[src/rtl/scse_pkg.sv]
// Package for the square channel with sweep and envelope.
// Holds constants, codes and the duty table; depends on nothing.
`default_nettype none
package scse_pkg;
  localparam int LENGTH_MAX = 64;
  localparam int SEQ_DIVIDE = 2048;
  localparam int LEN_W = $clog2(LENGTH_MAX + 1);
  localparam int SUB_W = $clog2(SEQ_DIVIDE + 1);

  typedef enum logic [1:0] {
    MODE_TICK = 2'd0, MODE_EVENT = 2'd1, MODE_WRITE = 2'd2, MODE_READ = 2'd3
  } mode_t;

  localparam logic [1:0] EV_LENGTH = 2'd0;
  localparam logic [1:0] EV_LEN_SWEEP = 2'd1;
  localparam logic [1:0] EV_ENVELOPE = 2'd2;

  localparam logic [2:0] REG_SWEEP = 3'd0;
  localparam logic [2:0] REG_LEN_DUTY = 3'd1;
  localparam logic [2:0] REG_ENVELOPE = 3'd2;
  localparam logic [2:0] REG_PERIOD_LO = 3'd3;
  localparam logic [2:0] REG_CONTROL = 3'd4;

  localparam logic [0:0] CFG_HAS_SWEEP = 1'd0;
  localparam logic [0:0] CFG_USE_SEQ = 1'd1;

  // duty waveforms, bit i is step i
  function automatic logic duty_lookup(input logic [1:0] sel, input logic [2:0] idx);
    logic [7:0] w;
    begin
      unique case (sel)
        2'd0: w = 8'b1000_0000;
        2'd1: w = 8'b1000_0001;
        2'd2: w = 8'b1110_0001;
        default: w = 8'b0111_1110;
      endcase
      duty_lookup = w[idx];
    end
  endfunction
endpackage
`default_nettype wire

[src/rtl/scse_stream_if.sv]
// Valid/ready stream interfaces for input items, results and config writes.
// Depends on nothing.
`default_nettype none
interface scse_in_if (input wire logic clk);
  logic       valid;
  logic       ready;
  logic [1:0] mode;
  logic [1:0] frame_event;
  logic [2:0] reg_index;
  logic [7:0] write_data;
  modport source (output valid, mode, frame_event, reg_index, write_data, input ready);
  modport sink (input valid, mode, frame_event, reg_index, write_data, output ready);
endinterface

interface scse_out_if (input wire logic clk);
  logic       valid;
  logic       ready;
  logic [3:0] sample_out;
  logic       sample_updated;
  logic       channel_on;
  logic [7:0] read_data;
  modport source (output valid, sample_out, sample_updated, channel_on, read_data,
                  input ready);
  modport sink (input valid, sample_out, sample_updated, channel_on, read_data,
                output ready);
endinterface

interface scse_cfg_if (input wire logic clk);
  logic       valid;
  logic       ready;
  logic [0:0] index;
  logic [7:0] data;
  modport source (output valid, index, data, input ready);
  modport sink (input valid, index, data, output ready);
endinterface
`default_nettype wire

[src/rtl/square_channel_sweep_envelope.sv]
// Square channel: registered results, one item per cycle while input ready is high.
// A two-entry skid buffer on the result side keeps input ready high while one
// result waits; ready drops only when both entries are full.
// Reset (rst_n low, synchronous) clears all channel state and configuration.
// Depends on scse_pkg and the stream interfaces.
`default_nettype none
module square_channel_sweep_envelope
  import scse_pkg::*;
(
  input  wire logic clk,
  input  wire logic rst_n,
  scse_in_if.sink   in_ch,
  scse_out_if.source out_ch,
  scse_cfg_if.sink  cfg_ch
);
  typedef struct packed {
    logic [3:0] sample;
    logic       updated;
    logic       on;
    logic [7:0] rd;
  } res_t;

  logic has_sweep_r, use_seq_r;
  logic [11:0] period_count_r;
  logic [7:0] period_low_r;
  logic [2:0] period_high_r;
  logic [1:0] duty_select_r;
  logic [2:0] step_index_r;
  logic duty_bit_r;
  logic [3:0] volume_r, env_start_r;
  logic env_rising_r;
  logic [2:0] env_pace_r, env_count_r;
  logic [2:0] sweep_pace_r, sweep_shift_r;
  logic sweep_down_r;
  logic [7:0] sweep_count_r;
  logic [10:0] shadow_r;
  logic sweep_active_r, sub_done_r;
  logic [LEN_W-1:0] length_count_r;
  logic length_enable_r, enabled_r, dac_on_r;
  logic [3:0] level_r;
  logic [SUB_W-1:0] subtick_r;
  logic [2:0] seq_step_r;

  // next-state copies
  logic [11:0] period_count_nxt;
  logic [7:0] period_low_nxt;
  logic [2:0] period_high_nxt;
  logic [1:0] duty_select_nxt;
  logic [2:0] step_index_nxt;
  logic duty_bit_nxt;
  logic [3:0] volume_nxt, env_start_nxt;
  logic env_rising_nxt;
  logic [2:0] env_pace_nxt, env_count_nxt;
  logic [2:0] sweep_pace_nxt, sweep_shift_nxt;
  logic sweep_down_nxt;
  logic [7:0] sweep_count_nxt;
  logic [10:0] shadow_nxt;
  logic sweep_active_nxt, sub_done_nxt;
  logic [LEN_W-1:0] length_count_nxt;
  logic length_enable_nxt, enabled_nxt, dac_on_nxt;
  logic [3:0] level_nxt;
  logic [SUB_W-1:0] subtick_nxt;
  logic [2:0] seq_step_nxt;
  res_t res_nxt;

  // skid buffer
  res_t buf0_r, buf1_r;
  logic [1:0] cnt_r;
  logic in_xfer, out_xfer;

  assign in_ch.ready = (cnt_r != 2'd2);
  assign cfg_ch.ready = 1'b1;
  assign in_xfer = in_ch.valid && in_ch.ready;
  assign out_xfer = out_ch.valid && out_ch.ready;
  assign out_ch.valid = (cnt_r != 2'd0);
  assign out_ch.sample_out = buf0_r.sample;
  assign out_ch.sample_updated = buf0_r.updated;
  assign out_ch.channel_on = buf0_r.on;
  assign out_ch.read_data = buf0_r.rd;

  // channel update for one item
  always_comb begin
    logic [11:0] full;
    logic [11:0] pc_inc;
    logic [11:0] nxt1, nxt2;
    logic do_len, do_sweep, do_env, upd, trig;
    logic [7:0] v;
    logic [5:0] ld;
    full = {1'b0, period_high_r, period_low_r};
    period_count_nxt = period_count_r; period_low_nxt = period_low_r;
    period_high_nxt = period_high_r; duty_select_nxt = duty_select_r;
    step_index_nxt = step_index_r; duty_bit_nxt = duty_bit_r;
    volume_nxt = volume_r; env_start_nxt = env_start_r; env_rising_nxt = env_rising_r;
    env_pace_nxt = env_pace_r; env_count_nxt = env_count_r;
    sweep_pace_nxt = sweep_pace_r; sweep_shift_nxt = sweep_shift_r;
    sweep_down_nxt = sweep_down_r; sweep_count_nxt = sweep_count_r;
    shadow_nxt = shadow_r; sweep_active_nxt = sweep_active_r; sub_done_nxt = sub_done_r;
    length_count_nxt = length_count_r; length_enable_nxt = length_enable_r;
    enabled_nxt = enabled_r; dac_on_nxt = dac_on_r; level_nxt = level_r;
    subtick_nxt = subtick_r; seq_step_nxt = seq_step_r;
    do_len = 1'b0; do_sweep = 1'b0; do_env = 1'b0; upd = 1'b0; trig = 1'b0;
    v = in_ch.write_data; ld = v[5:0];
    nxt1 = 12'd0; nxt2 = 12'd0; pc_inc = period_count_r + 12'd1;
    res_nxt.rd = 8'h00;

    unique case (mode_t'(in_ch.mode))
      MODE_TICK: begin
        if (pc_inc[11]) begin
          period_count_nxt = full;
          step_index_nxt = step_index_r + 3'd1;
          duty_bit_nxt = duty_lookup(duty_select_r, step_index_nxt);
          upd = 1'b1;
        end else begin
          period_count_nxt = pc_inc;
        end
        if (use_seq_r) begin
          if (subtick_r + SUB_W'(1) >= SUB_W'(SEQ_DIVIDE)) begin
            subtick_nxt = '0;
            seq_step_nxt = seq_step_r + 3'd1;
            unique case (seq_step_r)
              3'd0, 3'd4: do_len = 1'b1;
              3'd2, 3'd6: begin do_len = 1'b1; do_sweep = 1'b1; end
              3'd7: do_env = 1'b1;
              default: ;
            endcase
          end else begin
            subtick_nxt = subtick_r + SUB_W'(1);
          end
        end
      end
      MODE_EVENT: begin
        unique case (in_ch.frame_event)
          EV_LENGTH: do_len = 1'b1;
          EV_LEN_SWEEP: begin do_len = 1'b1; do_sweep = 1'b1; end
          EV_ENVELOPE: do_env = 1'b1;
          default: ;
        endcase
      end
      MODE_WRITE: begin
        unique case (in_ch.reg_index)
          REG_SWEEP: begin
            if (!has_sweep_r) v = 8'h00;
            sweep_shift_nxt = v[2:0]; sweep_down_nxt = v[3]; sweep_pace_nxt = v[6:4];
            if (!v[3] && sweep_down_r && sub_done_r) enabled_nxt = 1'b0;
          end
          REG_LEN_DUTY: begin
            if (32'(ld) > LENGTH_MAX) length_count_nxt = '0;
            else length_count_nxt = LEN_W'(LENGTH_MAX - 32'(ld));
            duty_select_nxt = v[7:6];
          end
          REG_ENVELOPE: begin
            env_pace_nxt = v[2:0]; env_rising_nxt = v[3]; env_start_nxt = v[7:4];
            dac_on_nxt = (v[7:3] != 5'd0);
            if (v[7:3] == 5'd0) enabled_nxt = 1'b0;
          end
          REG_PERIOD_LO: period_low_nxt = v;
          REG_CONTROL: begin
            length_enable_nxt = v[6]; period_high_nxt = v[2:0];
            trig = v[7];
          end
          default: ;
        endcase
      end
      default: begin
        unique case (in_ch.reg_index)
          REG_SWEEP: res_nxt.rd = has_sweep_r ?
              {1'b1, sweep_pace_r, sweep_down_r, sweep_shift_r} : 8'hFF;
          REG_LEN_DUTY: res_nxt.rd = {duty_select_r, 6'd0};
          REG_ENVELOPE: res_nxt.rd = {env_start_r, env_rising_r, env_pace_r};
          REG_CONTROL: res_nxt.rd = {1'b0, length_enable_r, 6'd0};
          default: res_nxt.rd = 8'hFF;
        endcase
      end
    endcase

    // length timer
    if (do_len && length_enable_r && length_count_r != '0) begin
      length_count_nxt = length_count_r - LEN_W'(1);
      if (length_count_r == LEN_W'(1)) enabled_nxt = 1'b0;
    end
    // frequency sweep
    if (do_sweep && has_sweep_r) begin
      sweep_count_nxt = sweep_count_r - 8'd1;
      if (sweep_count_nxt == 8'd0) begin
        sweep_count_nxt = (sweep_pace_r == 3'd0) ? 8'd8 : {5'd0, sweep_pace_r};
        if (sweep_active_r && sweep_pace_r != 3'd0) begin
          nxt1 = sweep_down_r ? {1'b0, shadow_r} - {1'b0, shadow_r >> sweep_shift_r}
                              : {1'b0, shadow_r} + {1'b0, shadow_r >> sweep_shift_r};
          if (sweep_down_r) sub_done_nxt = 1'b1;
          if (nxt1 > 12'h7FF) begin
            enabled_nxt = 1'b0; sweep_active_nxt = 1'b0;
          end else if (sweep_shift_r != 3'd0) begin
            shadow_nxt = nxt1[10:0];
            period_low_nxt = nxt1[7:0]; period_high_nxt = nxt1[10:8];
            nxt2 = sweep_down_r ? nxt1 - {1'b0, nxt1[10:0] >> sweep_shift_r}
                                : nxt1 + {1'b0, nxt1[10:0] >> sweep_shift_r};
            if (nxt2 > 12'h7FF) begin
              enabled_nxt = 1'b0; sweep_active_nxt = 1'b0;
            end
          end
        end
      end
    end
    // envelope
    if (do_env && env_pace_r != 3'd0) begin
      env_count_nxt = env_count_r + 3'd1;
      if (env_count_nxt == env_pace_r) begin
        env_count_nxt = 3'd0;
        if (env_rising_r) begin
          if (volume_r != 4'd15) volume_nxt = volume_r + 4'd1;
        end else if (volume_r != 4'd0) begin
          volume_nxt = volume_r - 4'd1;
        end
      end
    end
    // trigger uses the period just written
    if (trig) begin
      full = {1'b0, v[2:0], period_low_r};
      if (length_count_r == '0) length_count_nxt = LEN_W'(LENGTH_MAX);
      if (dac_on_r) enabled_nxt = 1'b1;
      duty_bit_nxt = 1'b0;
      period_count_nxt = full;
      volume_nxt = env_start_r;
      env_count_nxt = 3'd0;
      shadow_nxt = full[10:0];
      sweep_count_nxt = (sweep_pace_r == 3'd0) ? 8'd8 : {5'd0, sweep_pace_r};
      sweep_active_nxt = (sweep_pace_r != 3'd0) || (sweep_shift_r != 3'd0);
      // the overflow check only runs, and only counts as a subtraction, with a nonzero shift
      sub_done_nxt = sweep_down_r && (sweep_shift_r != 3'd0);
      nxt1 = sweep_down_r ? full - {1'b0, full[10:0] >> sweep_shift_r}
                          : full + {1'b0, full[10:0] >> sweep_shift_r};
      if (sweep_shift_r != 3'd0 && nxt1 > 12'h7FF) begin
        enabled_nxt = 1'b0; sweep_active_nxt = 1'b0;
      end
    end
    if (upd)
      level_nxt = dac_on_nxt ? ((enabled_nxt && duty_bit_nxt) ? volume_nxt : 4'd0) : 4'd7;

    res_nxt.sample = level_nxt;
    res_nxt.updated = upd;
    res_nxt.on = enabled_nxt;
  end

  // configuration registers
  always_ff @(posedge clk) begin
    if (!rst_n) begin
      has_sweep_r <= 1'b0; use_seq_r <= 1'b0;
    end else if (cfg_ch.valid) begin
      if (cfg_ch.index == CFG_HAS_SWEEP) has_sweep_r <= cfg_ch.data[0];
      if (cfg_ch.index == CFG_USE_SEQ) use_seq_r <= cfg_ch.data[0];
    end
  end

  // channel state
  always_ff @(posedge clk) begin
    if (!rst_n) begin
      period_count_r <= '0; period_low_r <= '0; period_high_r <= '0;
      duty_select_r <= '0; step_index_r <= '0; duty_bit_r <= 1'b0;
      volume_r <= '0; env_start_r <= '0; env_rising_r <= 1'b0;
      env_pace_r <= '0; env_count_r <= '0; sweep_pace_r <= '0;
      sweep_shift_r <= '0; sweep_down_r <= 1'b0; sweep_count_r <= '0;
      shadow_r <= '0; sweep_active_r <= 1'b0; sub_done_r <= 1'b0;
      length_count_r <= '0; length_enable_r <= 1'b0; enabled_r <= 1'b0;
      dac_on_r <= 1'b0; level_r <= '0; subtick_r <= '0; seq_step_r <= '0;
    end else if (in_xfer) begin
      period_count_r <= period_count_nxt; period_low_r <= period_low_nxt;
      period_high_r <= period_high_nxt; duty_select_r <= duty_select_nxt;
      step_index_r <= step_index_nxt; duty_bit_r <= duty_bit_nxt;
      volume_r <= volume_nxt; env_start_r <= env_start_nxt;
      env_rising_r <= env_rising_nxt; env_pace_r <= env_pace_nxt;
      env_count_r <= env_count_nxt; sweep_pace_r <= sweep_pace_nxt;
      sweep_shift_r <= sweep_shift_nxt; sweep_down_r <= sweep_down_nxt;
      sweep_count_r <= sweep_count_nxt; shadow_r <= shadow_nxt;
      sweep_active_r <= sweep_active_nxt; sub_done_r <= sub_done_nxt;
      length_count_r <= length_count_nxt; length_enable_r <= length_enable_nxt;
      enabled_r <= enabled_nxt; dac_on_r <= dac_on_nxt; level_r <= level_nxt;
      subtick_r <= subtick_nxt; seq_step_r <= seq_step_nxt;
    end
  end

  // result skid buffer: buf0 is the head
  always_ff @(posedge clk) begin
    if (!rst_n) begin
      cnt_r <= 2'd0;
    end else begin
      cnt_r <= cnt_r + {1'b0, in_xfer} - {1'b0, out_xfer};
    end
  end

  always_ff @(posedge clk) begin
    if (out_xfer) begin
      buf0_r <= (cnt_r == 2'd2) ? buf1_r : res_nxt;
    end else if (in_xfer && cnt_r == 2'd0) begin
      buf0_r <= res_nxt;
    end
    if (in_xfer && (cnt_r == 2'd1 && !out_xfer || cnt_r == 2'd2)) buf1_r <= res_nxt;
  end
endmodule
`default_nettype wire

[src/flat_wrapper.sv]
// flat-port wrapper written by rule: the top's interface ports become plain ports
module square_channel_sweep_envelope_flat import scse_pkg::*;
  (clk, rst_n, in_ch_valid, in_ch_mode, in_ch_frame_event, in_ch_reg_index, in_ch_write_data, in_ch_ready, out_ch_valid, out_ch_sample_out, out_ch_sample_updated, out_ch_channel_on, out_ch_read_data, out_ch_ready, cfg_ch_valid, cfg_ch_index, cfg_ch_data, cfg_ch_ready);
  scse_in_if in_ch_i (.clk(clk));
  scse_out_if out_ch_i (.clk(clk));
  scse_cfg_if cfg_ch_i (.clk(clk));
  input  wire logic clk;
  input  wire logic rst_n;
  input wire logic [$bits(in_ch_i.valid)-1:0] in_ch_valid;
  input wire logic [$bits(in_ch_i.mode)-1:0] in_ch_mode;
  input wire logic [$bits(in_ch_i.frame_event)-1:0] in_ch_frame_event;
  input wire logic [$bits(in_ch_i.reg_index)-1:0] in_ch_reg_index;
  input wire logic [$bits(in_ch_i.write_data)-1:0] in_ch_write_data;
  output wire logic [$bits(in_ch_i.ready)-1:0] in_ch_ready;
  output wire logic [$bits(out_ch_i.valid)-1:0] out_ch_valid;
  output wire logic [$bits(out_ch_i.sample_out)-1:0] out_ch_sample_out;
  output wire logic [$bits(out_ch_i.sample_updated)-1:0] out_ch_sample_updated;
  output wire logic [$bits(out_ch_i.channel_on)-1:0] out_ch_channel_on;
  output wire logic [$bits(out_ch_i.read_data)-1:0] out_ch_read_data;
  input wire logic [$bits(out_ch_i.ready)-1:0] out_ch_ready;
  input wire logic [$bits(cfg_ch_i.valid)-1:0] cfg_ch_valid;
  input wire logic [$bits(cfg_ch_i.index)-1:0] cfg_ch_index;
  input wire logic [$bits(cfg_ch_i.data)-1:0] cfg_ch_data;
  output wire logic [$bits(cfg_ch_i.ready)-1:0] cfg_ch_ready;
  assign in_ch_i.valid = in_ch_valid;
  assign in_ch_i.mode = in_ch_mode;
  assign in_ch_i.frame_event = in_ch_frame_event;
  assign in_ch_i.reg_index = in_ch_reg_index;
  assign in_ch_i.write_data = in_ch_write_data;
  assign in_ch_ready = in_ch_i.ready;
  assign out_ch_valid = out_ch_i.valid;
  assign out_ch_sample_out = out_ch_i.sample_out;
  assign out_ch_sample_updated = out_ch_i.sample_updated;
  assign out_ch_channel_on = out_ch_i.channel_on;
  assign out_ch_read_data = out_ch_i.read_data;
  assign out_ch_i.ready = out_ch_ready;
  assign cfg_ch_i.valid = cfg_ch_valid;
  assign cfg_ch_i.index = cfg_ch_index;
  assign cfg_ch_i.data = cfg_ch_data;
  assign cfg_ch_ready = cfg_ch_i.ready;
  square_channel_sweep_envelope u_core (.clk(clk), .rst_n(rst_n), .in_ch(in_ch_i), .out_ch(out_ch_i), .cfg_ch(cfg_ch_i));
endmodule
[config.mk]
export PLATFORM = sky130hd
export DESIGN_NAME = square_channel_sweep_envelope_flat
export DESIGN_NICKNAME = d
export VERILOG_FILES = /design/src/rtl/scse_pkg.sv /design/src/rtl/scse_stream_if.sv /design/src/rtl/square_channel_sweep_envelope.sv /design/src/flat_wrapper.sv
export SDC_FILE = /design/constraint.sdc
export NUM_CORES = 1
export LEC_CHECK = 0
export ABC_CLOCK_PERIOD_IN_PS = 22100
export BUFFER_PORTS_ARGS = -buffer_cell sky130_fd_sc_hd__buf_2
export CAP_MARGIN = 5
export CORE_MARGIN = 5
export CORE_UTILIZATION = 65
export DETAILED_ROUTE_END_ITERATION = 8
export PLACE_DENSITY = 0.92
export SLEW_MARGIN = 25
export SYNTH_ARGS = -nofsm -noshare
export SYNTH_HDL_FRONTEND = slang
export SYNTH_SLANG_ARGS = --single-unit
[constraint.sdc]
create_clock -name clk -period 22.1 [get_ports clk]
set_clock_uncertainty 0.15 [all_clocks]
set_input_delay 2.21 -clock clk [delete_from_list [all_inputs] [get_ports clk]]
set_output_delay 2.21 -clock clk [all_outputs]
set_load 0.05 [all_outputs]
==> results of run 1 <==
## registers in the layout, summed over array words and instances, names as in the netlist, 7 cells and up
name / count
u_core.buf1_r: 14
u_core.subtick_r: 12
u_core.period_count_r: 11
u_core.shadow_r: 11
u_core.out_ch.read_data: 8
u_core.period_low_r: 8
u_core.sweep_count_r: 8
u_core.length_count_r: 7
## worst max path at each step
stage,depth (start not counted),to,from
final,29,u_core.sweep_active_r,u_core.sweep_shift_r[2]
after global routing,29,u_core.sweep_active_r,u_core.sweep_shift_r[2]
after CTS,31,u_core.sweep_active_r,u_core.sweep_shift_r[0]
after detailed placement,31,u_core.sweep_active_r,u_core.sweep_shift_r[0]
after global placement,31,u_core.sweep_active_r,u_core.sweep_shift_r[0]
after floorplan,33,u_core.sweep_active_r,u_core.sweep_shift_r[0]
## cell type report
cell class | instances | area, um^2 | area share
Timing Repair Buffer | 50 | 283 | 0.0254
Clock inverter | 14 | 164 | 0.0147
Inverter | 58 | 219 | 0.0197
Multi-Input combinational cell | 1083 | 6830 | 0.614
Clock buffer | 18 | 439 | 0.0395
Sequential cell | 132 | 2920 | 0.263
Tap cell | 216 | 270 | 0.0243
## kinds of logic after synthesis
| family | share of synthesized area |
|---|---|
| DFF | 0.282 |
| buffers and inverters | 0.0598 |
| AOI/OAI and AO/OA | 0.253 |
| muxes | 0.0508 |
| adders and majority gates | 0.0696 |
| xor gates and xnor gates | 0.0490 |
| and+or+nand+nor | 0.236 |
| other | 0.000362 |
## cell usage in the layout (no fill, tap or decap), types with 11 or more instances in the layout
cell / count
o21a_1: 11
o22ai_1: 25
buf_4: 13
mux2i_1: 23
inv_1: 52
ha_1: 56
edfxtp_1: 28
o21ai_0: 101
mux4_2: 11
buf_2: 37
clkbuf_16: 17
a31oi_1: 11
nor2b_1: 12
nand2_1: 155
dfxtp_1: 103
nand2b_1: 16
nor3_1: 26
and2_1: 15
a21oi_1: 137
a211oi_1: 19
nand4_1: 18
nand3_1: 34
xor2_1: 34
xnor2_1: 24
or3_1: 11
nor2_1: 162
## stage by stage
stage               power [mW]  utilization  hold slack (ns)  instances
finish                   0.786        0.706            0.290       1571
CTS                      0.782        0.706            0.287       1571
floorplan                0.442            -            0.265       1348
global placement         0.485        0.667            0.274       1539
global route             0.816        0.706            0.323       1571
detailed placement       0.492        0.667            0.277       1539
## report_power, final
part | internal [mW] | total, mW | switching [mW]
logic | 0.0696 | 0.224 | 0.155
registers | 0.263 | 0.270 | 0.00693
clock network | 0.172 | 0.292 | 0.119
## routing by layer
metal / routed length [um] / global-route usage / vias up
li1: - / - / 4874
met1: 11300 / 0.395 / 4847
met2: 13500 / 0.519 / 696
met3: 3330 / 0.0766 / 115
met4: 985 / 0.127 / 2
met5: 7 / 0 / -
## tightest hold or removal path: stages (launching register included)
cell	delay, ns
dfxtp_1	0.32
nand2_1	0.05
nor2_1	0.03
==> reports/metrics.csv, run 1 <==
stage,metric,value,unit
layout,antenna_cells,0,
floorplanning,initial_utilization,0.657,
worst_setup_path,critPathMaxFanout,34,
clocking,cts_resized,0,
flow_run,cap_violations,0,
layout,stdcell_area,0.0111,mm^2
clocking,htreeDepth,4,
power_and_ir_drop,p_per_area,70.6,mW/mm^2
layout,final_nets,1428,
synthesis,synth_warnings,0,
power_and_ir_drop,peakVddDrop,0.0000715,V
worst_setup_path,r2r_start,u_core.sweep_shift_r[2],
route,wl_per_cell,18.5,um
floorplanning,rows,46,
floorplanning,dieArea,0.0186,mm^2
clocking,clk_latency,0.43,ns
floorplanning,ios,46,
route,wirelength,29100,um
synthesis,syn_avg_cell_area,7.69,um^2
worst_hold_path,hp-class,reg2reg,
route,vias_per_cell,6.71,
route,ant_nets,0,
place,post_dp_cell_area,0.0105,mm^2
synthesis,yosysTopAreaCell,dfxtp_1,
worst_hold_path,min_to,u_core.subtick_r[11],
sta,finalSetupTns,0,ns
synthesis,synth_edf_count,28,
sta,maxSlewHeadroom,0.339,
layout,nFillCells,1181,
floorplanning,die_w,136,um
run_status,outcome,"complete, no violations",
synthesis,synth.area.top_cells,"dfxtp_1 20%, edfxtp_1 8.1%, ha_1 6.8%, a21oi_1 6.6%, nor2_1 5.9%",
synthesis,synth_ff_type,dfxtp_1,
worst_setup_path,path_class,reg2reg,
clocking,cts_tree,built,
global_routing,grt.total_usage,0.314,
synthesis,synth_common_cells,"162 x nor2_1, 155 x nand2_1, 137 x a21oi_1, 104 x dfxtp_1, 102 x o21ai_0",
route,first_pass_iters,6,
global_routing,grt_antenna_before_repair,1,
worst_setup_path,critPathCaptureType,register,
route,vias,10500,
route,drc,0,
clocking,cts.path.max_buffers,2,
worst_setup_path,crit_arrival,9.10,ns
place,io_buffers,37,
sta,worst_slack,13.20,ns
sta,setup_viol,0,
place,place_hpwl,19500,um
synthesis,ys_types,95,
floorplanning,die_y,136,um
synthesis,ys_ff_latch,132,
power_and_ir_drop,p_leak,4.35,nW
sta,maxSlewViolCount,0,
worst_setup_path,slowest_delay,0.89,ns
worst_setup_path,critPathBufInv,4,
synthesis,syn_inst,1348,
clocking,cts_buffers,17,
clocking,cts_setup_buffers,0,
synthesis,yosysMostFrequentCell,nor2_1,
worst_setup_path,reg2reg_to,u_core.sweep_active_r,
sta,rsz0062_at_grt,no,
synthesis,yosysSeqAreaShare,0.282,
place,place_congestion,0.961,
layout,drive_gt1_frac,0.103,
synthesis,synth_top_area_frac,0.201,
worst_setup_path,worstPathRequired,22.30,ns
sta,worstMarginPinSlew,0.986,ns
synthesis,synthesis.area,0.0104,mm^2
synthesis,syn_nets,1434,
worst_setup_path,start_kind,register,
sta,finalCritPeriodShare,0.403,
synthesis,async_flop_share,0,
global_routing,grt_overflow_total,0,
sta,clock.fmax,112,MHz
worst_setup_path,rr_worst_depth,29,
global_routing,grt_max_degree,51,
worst_setup_path,crit_family,compound AO/OA/AOI/OAI gates,
sta,min_period,8.90,ns
global_routing,grt_pass1_wl,47600,um
route,drtIter0Drc,1543,
global_routing,grt_pass1_vias,9811,
sta,final_hold_viol_count,0,
layout,syn_to_final_growth,7.41,%
worst_hold_path,hold_depth,2,
clocking,numClockSinks,132,
worst_hold_path,hold_start,u_core.subtick_r[11],
clocking,clkTransAtPathRegs,0.06,ns
worst_setup_path,reg2reg_setup_slack,13.20,ns
worst_setup_path,cp_slowest_cell,clkinv_1,
clocking,holdBufCountCts,0,
place,place_ws,13.60,ns
clocking,cts-root-buf,clkbuf_16,
floorplanning,coreArea,0.0158,mm^2
(Power assumes the default switching activity.)
==> inputs of run 2 (changes only) <==
--- a/config.mk
+++ b/config.mk
@@ -5,13 +5,13 @@
 export SDC_FILE = /design/constraint.sdc
 export NUM_CORES = 1
 export LEC_CHECK = 0
-export ABC_CLOCK_PERIOD_IN_PS = 22100
+export ABC_CLOCK_PERIOD_IN_PS = 7310
 export BUFFER_PORTS_ARGS = -buffer_cell sky130_fd_sc_hd__buf_2
 export CAP_MARGIN = 5
 export CORE_MARGIN = 5
-export CORE_UTILIZATION = 65
+export CORE_UTILIZATION = 57
 export DETAILED_ROUTE_END_ITERATION = 8
-export PLACE_DENSITY = 0.92
+export PLACE_DENSITY = 0.86
 export SLEW_MARGIN = 25
 export SYNTH_ARGS = -nofsm -noshare
 export SYNTH_HDL_FRONTEND = slang
==> constraint.sdc (replaced) <==
create_clock -name clk -period 7.31 [get_ports clk]
set_clock_uncertainty 0.15 [all_clocks]
set_input_delay 0.731 -clock clk [delete_from_list [all_inputs] [get_ports clk]]
set_output_delay 0.731 -clock clk [all_outputs]
set_load 0.05 [all_outputs]
==> run 2 against run 1 <==
Cell count grew 2.7%. First-iteration DRC count decreased by 17%. Flip-flop and latch count did not move. Register-to-register slack worse by 13 ns. Final area is 2.3% higher. Die area up 13%. Utilization is 7.0 points lower. Worst hold slack worse by 0.0013 ns. Combinational power rose to 3.2 times the previous value. Routed wire length decreased by 0.44%. Non-clock buffer count up 29. Total power increased to 3.0 times the previous value.
==> reports/metrics.csv, run 2 (synthesized netlist as in run 1, its figures left out) <==
stage,metric,value,unit
run_status,outcome,"complete, no violations",
power_and_ir_drop,p_per_area,206,mW/mm^2
floorplanning,rows,49,
floorplanning,die_y,145,um
route,wl_per_cell,17.9,um
place,place_congestion,0.915,
route,vias_per_cell,6.45,
worst_setup_path,reg2reg_setup_slack,0.26,ns
floorplanning,dieArea,0.0210,mm^2
layout,final_nets,1457,
floorplanning,coreArea,0.0179,mm^2
layout,largest_reg_flops,14,
layout,fin_cells,1613,
worst_setup_path,r2r_start,u_core.shadow_r[4],
layout,layout_commonest_cell,nor2_1,
flow_run,cap_violations,0,
layout,postLayoutCoreUtil,0.636,
power_and_ir_drop,p_leak,4.49,nW
clocking,cts_buffers,17,
place,io_buffers,37,
place,place_inst,1580,
route,wirelength,28900,um
sta,min_period,7.05,ns
route,ant_nets,0,
layout,drive_gt1_frac,0.125,
route,vias,10400,
clocking,clkTransAtPathRegs,0.06,ns
power_and_ir_drop,netSwitchingPower,841,uW
place,place_hpwl,20100,um
floorplanning,die_w,145,um
sta,maxSlewHeadroom,0.370,
sta,final_hold_viol_count,0,
global_routing,grt_pass1_wl,46100,um
layout,syn_to_final_growth,9.87,%
worst_setup_path,reg2reg_to,u_core.sweep_active_r,
layout,seqCellArea,0.00293,mm^2
worst_hold_path,hp-class,reg2reg,
worst_setup_path,crit_path_end,u_core.sweep_active_r,
global_routing,grt_pass1_vias,9264,
clocking,numClockSinks,132,
route,drc,0,
floorplanning,initial_utilization,0.579,
power_and_ir_drop,peakVddDrop,0.000308,V
power_and_ir_drop,internal_power,1.51,mW
worst_setup_path,worstPathRequired,7.50,ns
clocking,cts-root-buf,clkbuf_16,
sta,maxSlewViolCount,0,
global_routing,grt_overflow_total,0,
power_and_ir_drop,p_sw_frac,0.358,
route,drtIter0Drc,1281,
worst_setup_path,rr_worst_depth,29,
worst_setup_path,critPathCaptureType,register,
sta,worstMarginPinSlew,0.938,ns
layout,top_register,u_core.buf1_r,
floorplanning,ios,46,
worst_setup_path,path_class,reg2reg,
worst_setup_path,slowest_delay,0.55,ns
route,first_pass_iters,6,
worst_setup_path,start_kind,register,
worst_setup_path,crit_arrival,7.25,ns
sta,worst_slack,0.257,ns
clocking,htreeDepth,4,
clocking,holdBufCountCts,0,
power_and_ir_drop,seq_power_share,0.348,
layout,top_regs,"u_core.buf1_r (14), u_core.subtick_r (12)",
worst_setup_path,cp_slowest_cell,mux4_2,
layout,stdcell_area,0.0114,mm^2
worst_setup_path,startpoint,u_core.shadow_r[4],
layout,nFillCells,1469,
worst_setup_path,critPathMaxFanout,6,
layout,mostFrequentLayoutCells,"162 x nor2_1, 155 x nand2_1, 134 x a21oi_1, 102 x dfxtp_1, 99 x o21ai_0",
global_routing,grt_antenna_before_repair,1,
clocking,clk_latency,0.42,ns
layout,antenna_cells,0,
sta,finalCritPeriodShare,0.965,
clocking,cts.path.max_buffers,2,
sta,clock.fmax,142,MHz
clocking,cts_tree,built,
global_routing,grt_max_degree,73,
place,post_dp_cell_area,0.0107,mm^2
global_routing,grt.total_usage,0.272,
sta,setup_viol,0,
power_and_ir_drop,combPwrFrac,0.301,
place,place_ws,0.102,ns
sta,timing.hold.ws,0.289,ns
layout,multiInputGateArea,0.00686,mm^2
power_and_ir_drop,p_clk_frac,0.351,
run 2: changes by cell type in the layout (fill, tap and decap cells not counted), moves of 3 or more:
cell	previous run	this run
a21oi_1	137	134
a21oi_2	0	3
buf_4	13	39
clkinv_2	1	4
clkinv_4	4	1
run 2: worst min path at each step:
| stage | start | endpoint | slack, ns | cells past startpoint |
|---|---|---|---|---|
| floorplan | u_core.subtick_r[11] | u_core.subtick_r[11] | 0.26 | 2 |
| global placement | u_core.subtick_r[11] | u_core.subtick_r[11] | 0.27 | 2 |
| detailed placement | u_core.subtick_r[11] | u_core.subtick_r[11] | 0.28 | 2 |
| CTS | u_core.subtick_r[11] | u_core.subtick_r[11] | 0.29 | 2 |
| global route | u_core.subtick_r[11] | u_core.subtick_r[11] | 0.33 | 2 |
| finish | u_core.subtick_r[11] | u_core.subtick_r[11] | 0.29 | 2 |
run 2: through the flow:
step	power, mW	setup TNS [ns]
floorplan	1.34	0
global placement	1.49	0
detailed placement	1.51	0
CTS	2.33	0
global route	2.44	-0.00563
finish	2.35	0
run 2: area by class of cell:
type / instances / share of cell area
multi-input combinational: 1083 / 0.602
tap: 229 / 0.0252
timing repair buffer: 79 / 0.0457
clock inverter: 12 / 0.00791
inverter: 58 / 0.0192
clock buffer: 20 / 0.0421
sequential: 132 / 0.257
run 2: worst max-delay path: cells and delay by family (launching register included):
kind	cells	cell delay, ns
fa+ha+maj	4	1.06
mux	2	0.71
simple gates	9	1.79
buf+inv	2	0.20
compound gates	12	2.60
flops	1	0.48
run 2: timing repair:
item,4_1_cts,5_1_grt
buffers inserted,0,1
setup endpoints to repair,0,16
resized for setup,0,14
run 2: layer usage:
layer,GRT usage,share of wire,vias up
met1,0.363,0.41,4817
met5,0,0.00024,-
met3,0.0450,0.092,77
li1,-,-,4933
met2,0.439,0.47,573
met4,0.111,0.029,2
run 2: power groups by stage:
stage                     sequential, mW  combinational [mW]  clock (mW)
final                              0.818               0.706       0.825
after global routing               0.823               0.755       0.862
after CTS                          0.818               0.681       0.827
after detailed placement           0.834               0.676           0
after global placement             0.831               0.659           0
after floorplan                    0.929               0.408           0
